$ cat src/sv/iatc_pkg.sv
package iatc_pkg;

   // result codes carried in the version field
   localparam logic [1:0] VER_INVALID = 2'd0;
   localparam logic [1:0] VER_IPV4    = 2'd1;
   localparam logic [1:0] VER_IPV6    = 2'd2;

   // characters of interest
   localparam logic [7:0] CH_NUL    = 8'h00;
   localparam logic [7:0] CH_DOT    = 8'h2e;
   localparam logic [7:0] CH_COLON  = 8'h3a;
   localparam logic [7:0] CH_ZERO   = 8'h30;
   localparam logic [7:0] CH_NINE   = 8'h39;
   localparam logic [7:0] CH_LOW_A  = 8'h61;
   localparam logic [7:0] CH_LOW_F  = 8'h66;
   localparam logic [7:0] CH_UP_A   = 8'h41;
   localparam logic [7:0] CH_UP_F   = 8'h46;

   localparam logic [11:0] OCTET_MAX     = 12'd255;
   localparam logic [1:0]  OCTET_LAST    = 2'd3;
   localparam logic [2:0]  HEX_DIGIT_MAX = 3'd4;
   localparam logic [3:0]  GROUP_MAX     = 4'd8;
   localparam logic [3:0]  GROUP_TAIL_LIM = 4'd7;
   localparam logic [3:0]  TAIL_GROUPS   = 4'd2;

   typedef struct packed {
      logic just_colon;
      logic dcolon_ok;
      logic colon_ok;
      logic digit_ok;
      logic required;
   } iatc_v6_flags_type;

   localparam iatc_v6_flags_type V6_FLAGS_RESET = '{
      just_colon: 1'b0,
      dcolon_ok:  1'b1,
      colon_ok:   1'b1,
      digit_ok:   1'b1,
      required:   1'b1
   };

   function automatic logic is_dec(input logic [7:0] c);
      return (c >= CH_ZERO) && (c <= CH_NINE);
   endfunction

   // value * 10 + decimal digit, wide enough for any 8-bit value
   function automatic logic [11:0] dec_acc(input logic [7:0] value, input logic [7:0] c);
      return ({4'b0, value} << 3) + ({4'b0, value} << 1) + {8'b0, c[3:0]};
   endfunction

endpackage

$ cat src/sv/ip_address_text_classifier_core.sv
// Address text classifier. Send the text one byte per beat on req_, ending
// with a zero byte; for that zero byte one beat leaves on rsp_ with the
// version: 0 invalid, 1 dotted IPv4, 2 IPv6 (IPv4 wins when both hold). Any
// other byte gives no beat. A byte is taken every cycle while req_tready is
// high: each byte updates the small counter and flag state of the IPv4 and
// IPv6 checkers, and a zero byte's result is registered in the output stage
// or, while it is full, in the skid. A two-deep output stage keeps input
// flowing while a result waits; req_tready drops only while two results are
// held. All checker state returns to its reset value after each zero byte.
module ip_address_text_classifier_core (
   input  logic       clock,
   input  logic       reset,
   input  logic       req_tvalid,
   output logic       req_tready,
   input  logic [7:0] req_tdata,   // [7:0] char_in
   output logic       rsp_tvalid,
   input  logic       rsp_tready,
   output logic [7:0] rsp_tdata    // [1:0] version, [7:2] zero
);
   import iatc_pkg::*;

   logic       req_beat;
   logic       end_beat;
   logic       ipv4_ok, ipv6_ok;
   logic [1:0] version;
   logic       out_valid_ff, out_valid_in;
   logic [1:0] out_ver_ff, out_ver_in;
   logic       skid_valid_ff, skid_valid_in;
   logic [1:0] skid_ver_ff, skid_ver_in;

   assign req_tready = !skid_valid_ff;
   assign req_beat   = req_tvalid && req_tready;
   assign end_beat   = req_beat && (req_tdata == CH_NUL);

   iatc_v4_chk u_v4 (
      .clock      (clock),
      .reset      (reset),
      .beat_valid (req_beat),
      .char_in    (req_tdata),
      .ipv4_ok    (ipv4_ok)
   );

   iatc_v6_chk u_v6 (
      .clock      (clock),
      .reset      (reset),
      .beat_valid (req_beat),
      .char_in    (req_tdata),
      .ipv6_ok    (ipv6_ok)
   );

   assign version = ipv4_ok ? VER_IPV4 : (ipv6_ok ? VER_IPV6 : VER_INVALID);

   always_comb begin
      out_valid_in  = out_valid_ff;
      out_ver_in    = out_ver_ff;
      skid_valid_in = skid_valid_ff;
      skid_ver_in   = skid_ver_ff;
      if (skid_valid_ff) begin
         // no new result can arrive while the skid is full
         if (rsp_tready) begin
            out_ver_in    = skid_ver_ff;
            skid_valid_in = 1'b0;
         end
      end else if (end_beat) begin
         if (!out_valid_ff || rsp_tready) begin
            out_valid_in = 1'b1;
            out_ver_in   = version;
         end else begin
            skid_valid_in = 1'b1;
            skid_ver_in   = version;
         end
      end else if (rsp_tready) begin
         out_valid_in = 1'b0;
      end
   end

   always_ff @(posedge clock) begin
      if (reset) begin
         out_valid_ff  <= 1'b0;
         skid_valid_ff <= 1'b0;
      end else begin
         out_valid_ff  <= out_valid_in;
         skid_valid_ff <= skid_valid_in;
      end
      out_ver_ff  <= out_ver_in;
      skid_ver_ff <= skid_ver_in;
   end

   assign rsp_tvalid = out_valid_ff;
   assign rsp_tdata  = {6'b0, out_ver_ff};

`ifndef SYNTHESIS
   a_skid_behind_out: assert property (@(posedge clock) disable iff (reset)
      skid_valid_ff |-> out_valid_ff)
      else $error("skid holds a result with the output stage empty");

   a_end_gives_result: assert property (@(posedge clock) disable iff (reset)
      end_beat |=> rsp_tvalid)
      else $error("end byte did not produce a result");

   a_version_code: assert property (@(posedge clock) disable iff (reset)
      rsp_tvalid |-> (out_ver_ff == VER_INVALID || out_ver_ff == VER_IPV4
                      || out_ver_ff == VER_IPV6))
      else $error("result carries an unknown version code");

   a_skid_drains: assert property (@(posedge clock) disable iff (reset)
      (skid_valid_ff && rsp_tready) |=> (!skid_valid_ff && rsp_tvalid
                                         && out_ver_ff == $past(skid_ver_ff)))
      else $error("held result lost when the skid drained");
`endif

endmodule

$ cat src/sv/iatc_v4_chk.sv
module iatc_v4_chk (
   input  logic       clock,
   input  logic       reset,
   input  logic       beat_valid,
   input  logic [7:0] char_in,
   output logic       ipv4_ok
);
   import iatc_pkg::*;

   logic        failed_ff, failed_in;
   logic [1:0]  count_ff, count_in;
   logic [7:0]  value_ff, value_in;
   logic        seen_ff, seen_in;
   logic [11:0] acc;

   always_comb begin
      failed_in = failed_ff;
      count_in  = count_ff;
      value_in  = value_ff;
      seen_in   = seen_ff;
      acc       = dec_acc(value_ff, char_in);
      if (beat_valid) begin
         if (char_in == CH_NUL) begin
            failed_in = 1'b0;
            count_in  = '0;
            value_in  = '0;
            seen_in   = 1'b0;
         end else if (!failed_ff) begin
            if (is_dec(char_in)) begin
               if (acc > OCTET_MAX) begin
                  failed_in = 1'b1;
               end else begin
                  value_in = acc[7:0];
                  seen_in  = 1'b1;
               end
            end else if (char_in == CH_DOT) begin
               if (!seen_ff || count_ff == OCTET_LAST) begin
                  failed_in = 1'b1;
               end else begin
                  count_in = count_ff + 2'd1;
                  value_in = '0;
                  seen_in  = 1'b0;
               end
            end else begin
               failed_in = 1'b1;
            end
         end
      end
   end

   always_ff @(posedge clock) begin
      if (reset) begin
         failed_ff <= 1'b0;
         count_ff  <= '0;
         value_ff  <= '0;
         seen_ff   <= 1'b0;
      end else begin
         failed_ff <= failed_in;
         count_ff  <= count_in;
         value_ff  <= value_in;
         seen_ff   <= seen_in;
      end
   end

   assign ipv4_ok = !failed_ff && seen_ff && (count_ff == OCTET_LAST);

endmodule

$ cat src/sv/iatc_v6_chk.sv
module iatc_v6_chk (
   input  logic       clock,
   input  logic       reset,
   input  logic       beat_valid,
   input  logic [7:0] char_in,
   output logic       ipv6_ok
);
   import iatc_pkg::*;

   logic              failed_ff, failed_in;
   logic [2:0]        digits_ff, digits_in;
   logic [3:0]        count_ff, count_in;
   iatc_v6_flags_type flags_ff, flags_in;
   logic              tail_ff, tail_in;
   logic [7:0]        decval_ff, decval_in;
   logic              alldec_ff, alldec_in;
   logic [1:0]        tail_oct_ff, tail_oct_in;
   logic [11:0]       acc;
   logic              dec, hex;
   logic              fin_ok;
   logic [3:0]        fin_count;

   always_comb begin
      failed_in   = failed_ff;
      digits_in   = digits_ff;
      count_in    = count_ff;
      flags_in    = flags_ff;
      tail_in     = tail_ff;
      decval_in   = decval_ff;
      alldec_in   = alldec_ff;
      tail_oct_in = tail_oct_ff;
      acc = dec_acc(decval_ff, char_in);
      dec = is_dec(char_in);
      hex = dec || ((char_in >= CH_LOW_A) && (char_in <= CH_LOW_F))
                || ((char_in >= CH_UP_A) && (char_in <= CH_UP_F));
      if (beat_valid) begin
         if (char_in == CH_NUL) begin
            failed_in   = 1'b0;
            digits_in   = '0;
            count_in    = '0;
            flags_in    = V6_FLAGS_RESET;
            tail_in     = 1'b0;
            decval_in   = '0;
            alldec_in   = 1'b1;
            tail_oct_in = '0;
         end else if (failed_ff) begin
            failed_in = 1'b1;
         end else if (tail_ff) begin
            // dotted ipv4 tail
            if (dec) begin
               if (acc > OCTET_MAX) begin
                  failed_in = 1'b1;
               end else begin
                  decval_in = acc[7:0];
                  digits_in = 3'd1;
               end
            end else if (char_in == CH_DOT) begin
               if (digits_ff == '0 || tail_oct_ff == OCTET_LAST) begin
                  failed_in = 1'b1;
               end else begin
                  tail_oct_in = tail_oct_ff + 2'd1;
                  decval_in   = '0;
                  digits_in   = '0;
               end
            end else begin
               failed_in = 1'b1;
            end
         end else if (hex) begin
            if (!flags_ff.digit_ok || digits_ff == HEX_DIGIT_MAX) begin
               failed_in = 1'b1;
            end else begin
               digits_in           = digits_ff + 3'd1;
               flags_in.colon_ok   = 1'b1;
               flags_in.just_colon = 1'b0;
               if (!dec) begin
                  alldec_in = 1'b0;
               end else if (alldec_ff) begin
                  if (acc > OCTET_MAX) alldec_in = 1'b0;
                  else decval_in = acc[7:0];
               end
            end
         end else if (char_in == CH_COLON) begin
            if (!flags_ff.colon_ok) begin
               failed_in = 1'b1;
            end else if (flags_ff.just_colon) begin
               // second colon of a double colon
               flags_in.digit_ok  = 1'b1;
               flags_in.colon_ok  = 1'b0;
               flags_in.required  = 1'b0;
               flags_in.dcolon_ok = 1'b0;
            end else if (count_ff == GROUP_MAX) begin
               failed_in = 1'b1;
            end else if (digits_ff == '0 && count_ff == '0) begin
               // leading colon, only a double colon may follow
               flags_in.colon_ok   = 1'b1;
               flags_in.just_colon = 1'b1;
               flags_in.required   = 1'b1;
               flags_in.digit_ok   = 1'b0;
            end else begin
               count_in            = count_ff + 4'd1;
               digits_in           = '0;
               decval_in           = '0;
               alldec_in           = 1'b1;
               flags_in.colon_ok   = flags_ff.dcolon_ok;
               flags_in.just_colon = 1'b1;
               flags_in.required   = 1'b1;
            end
         end else if (char_in == CH_DOT) begin
            if (count_ff >= GROUP_TAIL_LIM || digits_ff == '0 || !alldec_ff) begin
               failed_in = 1'b1;
            end else begin
               tail_in     = 1'b1;
               tail_oct_in = 2'd1;
               decval_in   = '0;
               digits_in   = '0;
            end
         end else begin
            failed_in = 1'b1;
         end
      end
   end

   always_ff @(posedge clock) begin
      if (reset) begin
         failed_ff   <= 1'b0;
         digits_ff   <= '0;
         count_ff    <= '0;
         flags_ff    <= V6_FLAGS_RESET;
         tail_ff     <= 1'b0;
         decval_ff   <= '0;
         alldec_ff   <= 1'b1;
         tail_oct_ff <= '0;
      end else begin
         failed_ff   <= failed_in;
         digits_ff   <= digits_in;
         count_ff    <= count_in;
         flags_ff    <= flags_in;
         tail_ff     <= tail_in;
         decval_ff   <= decval_in;
         alldec_ff   <= alldec_in;
         tail_oct_ff <= tail_oct_in;
      end
   end

   // end-of-string verdict from the current state
   always_comb begin
      fin_ok    = !failed_ff;
      fin_count = count_ff;
      if (tail_ff) begin
         if (tail_oct_ff != OCTET_LAST || digits_ff == '0) fin_ok = 1'b0;
         else fin_count = count_ff + TAIL_GROUPS;
      end else if (digits_ff != '0) begin
         if (count_ff == GROUP_MAX) fin_ok = 1'b0;
         else fin_count = count_ff + 4'd1;
      end else if (flags_ff.required) begin
         fin_ok = 1'b0;
      end
      ipv6_ok = fin_ok && (!flags_ff.dcolon_ok || fin_count == GROUP_MAX);
   end

endmodule

$ cat config.mk
export PLATFORM = sky130hd
export DESIGN_NAME = ip_address_text_classifier_core
export DESIGN_NICKNAME = d
export VERILOG_FILES = /design/src/sv/iatc_pkg.sv /design/src/sv/ip_address_text_classifier_core.sv /design/src/sv/iatc_v4_chk.sv /design/src/sv/iatc_v6_chk.sv
export SDC_FILE = /design/constraint.sdc
export NUM_CORES = 1
export LEC_CHECK = 0
export BUFFER_PORTS_ARGS = -buffer_cell sky130_fd_sc_hd__buf_2
export CORE_MARGIN = 8
export CORE_UTILIZATION = 35
export CTS_CLUSTER_DIAMETER = 80
export CTS_CLUSTER_SIZE = 12
export DETAILED_ROUTE_END_ITERATION = 7
export SYNTH_ARGS = -nofsm -noshare
export SYNTH_HDL_FRONTEND = slang
export SYNTH_SLANG_ARGS = --single-unit
$ cat constraint.sdc
create_clock -name clock -period 4.6 [get_ports clock]
set_input_delay 0.69 -clock clock [delete_from_list [all_inputs] [get_ports clock]]
set_output_delay 0.69 -clock clock [all_outputs]
set_load 0.005 [all_outputs]
# ---- Word-level counts from Yosys, hierarchy flattened
# Index checks and enable logic that the tools add are counted.
dict set report op_classes {
  order_cmp 9
  bitwise_logic 2
  n_addsub 9
  n_reduce_logical 60
  n_mux 151
  eq_ne 43
}
# op n
set op_table {}
lappend op_table {{8-bit 2-to-1 mux} 24}
lappend op_table {{1-bit 2-to-1 mux} 69}
lappend op_table {{3-bit 2-to-1 mux} 18}
lappend op_table {{4-bit 2-to-1 mux} 13}
lappend op_table {{2-bit 2-to-1 mux} 22}
lappend op_table {{9-bit AND reduction} 3}
lappend op_table {{5-bit 2-to-1 mux} 5}
lappend op_table {{11-bit by 9-bit adder with 12-bit output} 2}
lappend op_table {{12-bit by 4-bit adder with 12-bit output} 2}
lappend op_table {{12-bit by 8-bit greater-than comparator with 1-bit output (second input constant)} 2}
lappend op_table {{2-bit inequality test (second input constant)} 11}
lappend op_table {{3-bit by 2-bit inequality test with 1-bit output (second input constant)} 7}
lappend op_table {{3-bit inequality test (second input constant)} 6}
lappend op_table {{3-bit nonzero test} 6}
lappend op_table {{8-bit by 6-bit == test with 1-bit output (second input constant)} 2}
lappend op_table {{8-bit by 7-bit >= comparator with 1-bit output (second input constant)} 2}
lappend op_table {{8-bit by 7-bit <= comparator with 1-bit output (second input constant)} 2}
lappend op_table {{5-bit AND reduction} 3}
lappend op_table {{7-bit AND reduction} 2}
lappend op_table {{2-bit nonzero test} 7}
lappend op_table {{13-bit AND reduction} 1}
lappend op_table {{4-bit inequality test (second input constant)} 3}
lappend op_table {{12-bit AND reduction} 1}
lappend op_table {{1-bit logical OR} 10}
lappend op_table {{27 further kinds} 51}
dict set report totals {
  ff_bits 43
  word_cells 294
  out_inout_bits 10
}

# ---- Logic depth before layout (Yosys ltp)
dict set report logic_depth {
  ltp_word 12
  ltp_mapped 12
  mapped_depth_nobuf 11
}

# ---- Modules after synthesis
# From an unflattened synthesis, not the netlist that was laid out.
dict set report unflattened {
  cells_unflattened 414
  hier_area_um2 3607.2
}
# mod area_per_inst_um2 cells_per_inst instances
set modules_own_cells {}
lappend modules_own_cells {iatc_v6_chk 2153.3 263 1}
lappend modules_own_cells {iatc_v4_chk 1093.5 121 1}
lappend modules_own_cells {ip_address_text_classifier_core 360.3 30 1}

# ---- Worst setup path after synthesis
# OpenSTA, ideal clock, no wires.
dict set report synth_timing {
  kind {input -> register}
  startpoint {input port req_tdata[3]}
  endpoint {register u_v6.digits_ff[1]}
  arrival_time_ns 3.351
  setup_ns 0.087
  required_ns 4.513
  slack_ns 1.162
  path_stages 9
  path_cell_list {fa_1 fa_1 a21oi_1 o2111ai_1 or2_2 a21o_1 o311a_1 or4_1 o31ai_1}
}
dict set report synth_via {
  elab_chain_cells 8
  word_cells_on_any_way 34
  cone_classes {add/sub: 1; order compare: 7; eq/ne: 12; mux: 6; reduce/logical: 8}
}
# element line_no
set synth_rtl {}
lappend synth_rtl {{from (decl)} ip_address_text_classifier_core.sv:15} ;# input logic [7:0] req_tdata,
lappend synth_rtl {{branches (longest 8 deep; another with 12-bit by 4-bit adder with 12-bit output)} -}
lappend synth_rtl {{to (signal assigned)} iatc_v6_chk.sv:135} ;# digits_ff <= digits_in;
lappend synth_rtl {{to (decl)} iatc_v6_chk.sv:11} ;# logic [2:0] digits_ff, digits_in;
# Several ways; the timed one is not identified. The select of a mux whose other input is x is not followed.
# A chain may end at the register's enable or synchronous reset.

# ---- Worst setup path in the final report
dict set report layout_timing {
  startpoint {input port req_tdata[3]}
  endpoint {register u_v4.value_ff[5]}
}
dict set report layout_via {
  elab_chain_cells 5
  word_cells_on_any_way 16
  cone_classes {add/sub: 1; order compare: 3; eq/ne: 4; mux: 4; reduce/logical: 4}
}
# element line_no
set layout_rtl {}
lappend layout_rtl {{branches (longest 5 deep; another with 12-bit by 4-bit adder with 12-bit output)} -}
lappend layout_rtl {{to (signal assigned)} iatc_v4_chk.sv:60} ;# value_ff <= value_in;
lappend layout_rtl {{to (decl)} iatc_v4_chk.sv:12} ;# logic [7:0] value_ff, value_in;
# Several ways; the timed one is not identified. The select of a mux whose other input is x is not followed.

==> summary.md <==
| Metric | Value |
|---|---|
| CTS Buffer Depth | `2` |
| Combinational power share | `7.4%` |
| Synth cell types | `67` |
| Number of remaining DRC errors | `0` |
| Switching Share | `24.17%` |
| H-tree Lvls | `2` |
| Finished Cell Area | `3531 um^2` |
| Hpwl dp | `6027 um` |
| Number of vias per cell | `5.589` |
| Initial antenna violation count | `0` |
| Cts hold-fix bufs | `0` |
| Fillers | `963` |
| Leakage | `1.642 nW` |
| Crit Path Category | `in -> reg` |
| CTS tree | `yes` |
| Area of placed instances | `3423 um^2` |
| RSZ-0062 raised after global routing | `false` |
| ANT cells | `0` |
| IO buf count | `15` |
| Clock transition at path regs | `0.08 ns` |
| Final setup violation count | `0` |
| Share of layout cells above drive strength 1 | `7.901%` |
| Pre-antenna DRT Iters | `5` |
| Max VDD drop | `0.0001095 V` |
| R2R Path End | `u_v6.decval_ff[1]` |
| Post CTS Setup Buffer Count | `0` |
| Worst setup endpoint | `u_v4.value_ff[5]` |
| I/O pin cnt | `22` |
| Period utilization | `75.69%` |
| CP arrival | `3.73 ns` |
| Hold path start | `u_v6.tail_oct_ff[1]` |
| Highest net fanout along the worst path | `8` |
| Worst Path Required | `4.85 ns` |
| RePlAce Congestion | `0.8544` |
| Vias in the first global route | `2824` |
| Initial core utilization | `35.69%` |
| Mapped Area | `3267 um^2` |
| Total track usage | `12.76%` |
| Avg Cell Area, Syn | `8.334 um^2` |
| DR WL/cell | `15.18 um` |
| Synth-to-layout area growth | `8.081%` |
| DIE WIDTH | `112.6 um` |
| First-pass GRT wire length | `13570 um` |
| Ys flop type | `dfxtp_1` |
| Ys Warns | `0` |
| Seq/Total Area, Yosys | `27.58%` |
| Row count | `35` |
| 1st-iter DRT viols | `204` |
| Cell count after synthesis | `392` |
| Async set-or-reset flop fraction in the synthesized netlist | `0%` |
| Critical Path Start Type | `input port` |
| Worst-Margin Slew | `0.7145 ns` |
| Finished Core Util | `38.58%` |
| Reported max-cap violation count | `0` |
| Pint | `0.5568 mW` |
| Total Nets Final | `457` |
| Reg2Reg Depth | `9` |
| Fmax | `287.2 MHz` |
| Worst Setup SP | `req_tdata[3]` |
| Status | `complete, no violations` |
| Clock skew | `0.006909 ns` |
| Total negative setup slack | `0 ns` |
| Clk_lat worst skew | `0.30 ns` |
| Via count | `2884` |
| Clock power frac | `40.4%` |
| Hold Crit Class | `reg -> reg` |
| Worst setup EP type | `flop` |
| Final Critical Period | `3.482 ns` |
| Fin. Hold Viols | `0` |
| #FFs+latches synth | `43` |
| Post-CTS resize count | `0` |
| DRT Wirelength | `7831 um` |
| Switching Power | `0.1775 mW` |
| Total CTS buffers | `5` |
| CTS sink count | `43` |
| Number of synthesized flops with an enable pin | `4` |
| Die Y | `112.6 um` |
| Flop pwr share | `52.2%` |
| Relative slew slack | `51.93%` |
| Clock root buffer | `clkbuf_8` |
| R2R setup slack | `1.31 ns` |
| Total global routing overflow | `0` |
| Largest net degree at the start of global routing | `23` |
| Worst hold slack | `0.5008 ns` |
| Pwr/cell area | `208.0 nW/um^2` |
| Slew Viols, Final | `0` |
| RR Startpoint | `u_v6.decval_ff[0]` |
| Final Power | `0.7343 mW` |
| Antenna Nets Post-Route | `0` |
| Die area | `12680 um^2` |
| CORE AREA | `9153 um^2` |
critical path, cell delays in order:
cell,delay (ns)
buf_2,0.16
inv_1,0.08
fa_1,0.53
inv_1,0.07
fa_1,0.45
a21o_1,0.20
a21oi_1,0.22
o21bai_1,0.12
a2111o_1,0.43
o21ai_0,0.17
and4_1,0.43
a22o_1,0.17
Yosys cell counts, types with 3 or more instances:
library cell,count,area (um^2)
a22o_1,8,70.07
a31oi_1,3,18.77
o31ai_1,5,37.54
xnor2_1,4,35.03
o21a_1,3,22.52
a21o_1,6,45.04
or2_2,3,18.77
nor2b_1,7,43.79
xor2_1,5,43.79
fa_1,4,80.08
clkbuf_1,8,30.03
a21boi_0,3,22.52
nor3_1,8,40.04
ha_1,37,462.9
inv_1,20,75.07
mux2i_1,9,90.09
or4_1,4,30.03
o21bai_1,3,22.52
and3_1,4,25.02
nand2_1,35,131.4
nand2b_1,4,25.02
buf_4,6,45.04
a211oi_1,4,30.03
a22oi_1,3,22.52
a211o_1,4,35.03
nor2_1,39,146.4
dfxtp_1,39,780.8
nand3_1,8,40.04
o21ai_0,19,95.09
nand4_1,7,43.79
edfxtp_1,4,120.1
o211ai_1,5,37.54
a21oi_1,32,160.2
worst min-delay path by stage:
stage / end / slack [ns] / cells past startpoint
final: u_v6.tail_oct_ff[1] / 0.50 / 2
after global routing: u_v6.decval_ff[6] / 0.52 / 2
after CTS: u_v6.tail_oct_ff[1] / 0.50 / 2
after detailed placement: u_v6.tail_oct_ff[1] / 0.49 / 2
after global placement: u_v6.tail_oct_ff[1] / 0.47 / 2
after floorplan: u_v6.flags_ff[1] / 0.45 / 2
per-stage QoR:
stage | worst slack, ns | std cells
2_1_floorplan | 1.162 | 397
3_3_place_gp | 0.8482 | 508
3_5_place_dp | 0.7877 | 508
4_1_cts | 1.106 | 516
5_1_grt | 0.8241 | 516
6_report | 1.118 | 516
cell families (layout without fill, tap and decap cells):
group,Yosys count,in the layout,share of synthesized area [%]
xor gates and xnor gates,9,9,2.413
buffers and inverters,36,44,4.864
other,1,6,0.1148
AOI/OAI and AO/OA,115,115,24.17
adders and majority gates,41,41,16.62
muxes,10,10,3.102
and+or+nand+nor,137,137,21.14
DFF,43,43,27.58
power groups by stage:
stage	logic, mW	registers [mW]	clock network [mW]
after global routing	0.0613	0.384	0.317
after floorplan	0.0376	0.390	0
after detailed placement	0.0537	0.392	0
after global placement	0.0530	0.392	0
after CTS	0.0540	0.383	0.301
final	0.0542	0.383	0.297
layer usage:
metal  global-route usage (%)  share of wire, %
met5                        0                 0
met4                    4.047               1.3
met3                    1.557               3.8
met2                    21.39                47
met1                    16.57                48
placed cells by master (no fill, tap or decap), drive strengths merged, types with 8 or more instances in the layout:
cell type | Yosys | layout
inv | 20 | 20
nand2 | 36 | 36
nor3 | 8 | 8
o21ai | 19 | 19
a21oi | 32 | 32
nand3 | 8 | 8
buf | 7 | 16
ha | 37 | 37
nor2 | 39 | 39
dfxtp | 39 | 39
a22o | 8 | 8
mux2i | 9 | 9
flip-flops by register name (all words and copies together), names as in the netlist:
signal and count:
u_v6.flags_ff 5, u_v6.count_ff 4, u_v6.alldec_ff 1, u_v6.decval_ff 8, u_v6.failed_ff 1, rsp_tvalid 1, u_v4.count_ff 2, u_v4.value_ff 8
u_v6.tail_oct_ff 2, out_ver_ff 2, skid_valid_ff 1, u_v4.failed_ff 1, u_v6.tail_ff 1, skid_ver_ff 2, u_v4.seen_ff 1, u_v6.digits_ff 3
final cells by class:
type / count / area [um^2] / share of cell area, %
inverter: 20 / 75.07 / 2.126
timing repair buffer: 16 / 82.58 / 2.339
multi-input combinational: 318 / 2226 / 63.04
clock buffer: 5 / 68.82 / 1.949
sequential: 43 / 900.9 / 25.51
clock inverter: 3 / 38.79 / 1.099
tap: 111 / 138.9 / 3.933
No activity file was read; power rests on OpenSTA's default activity.
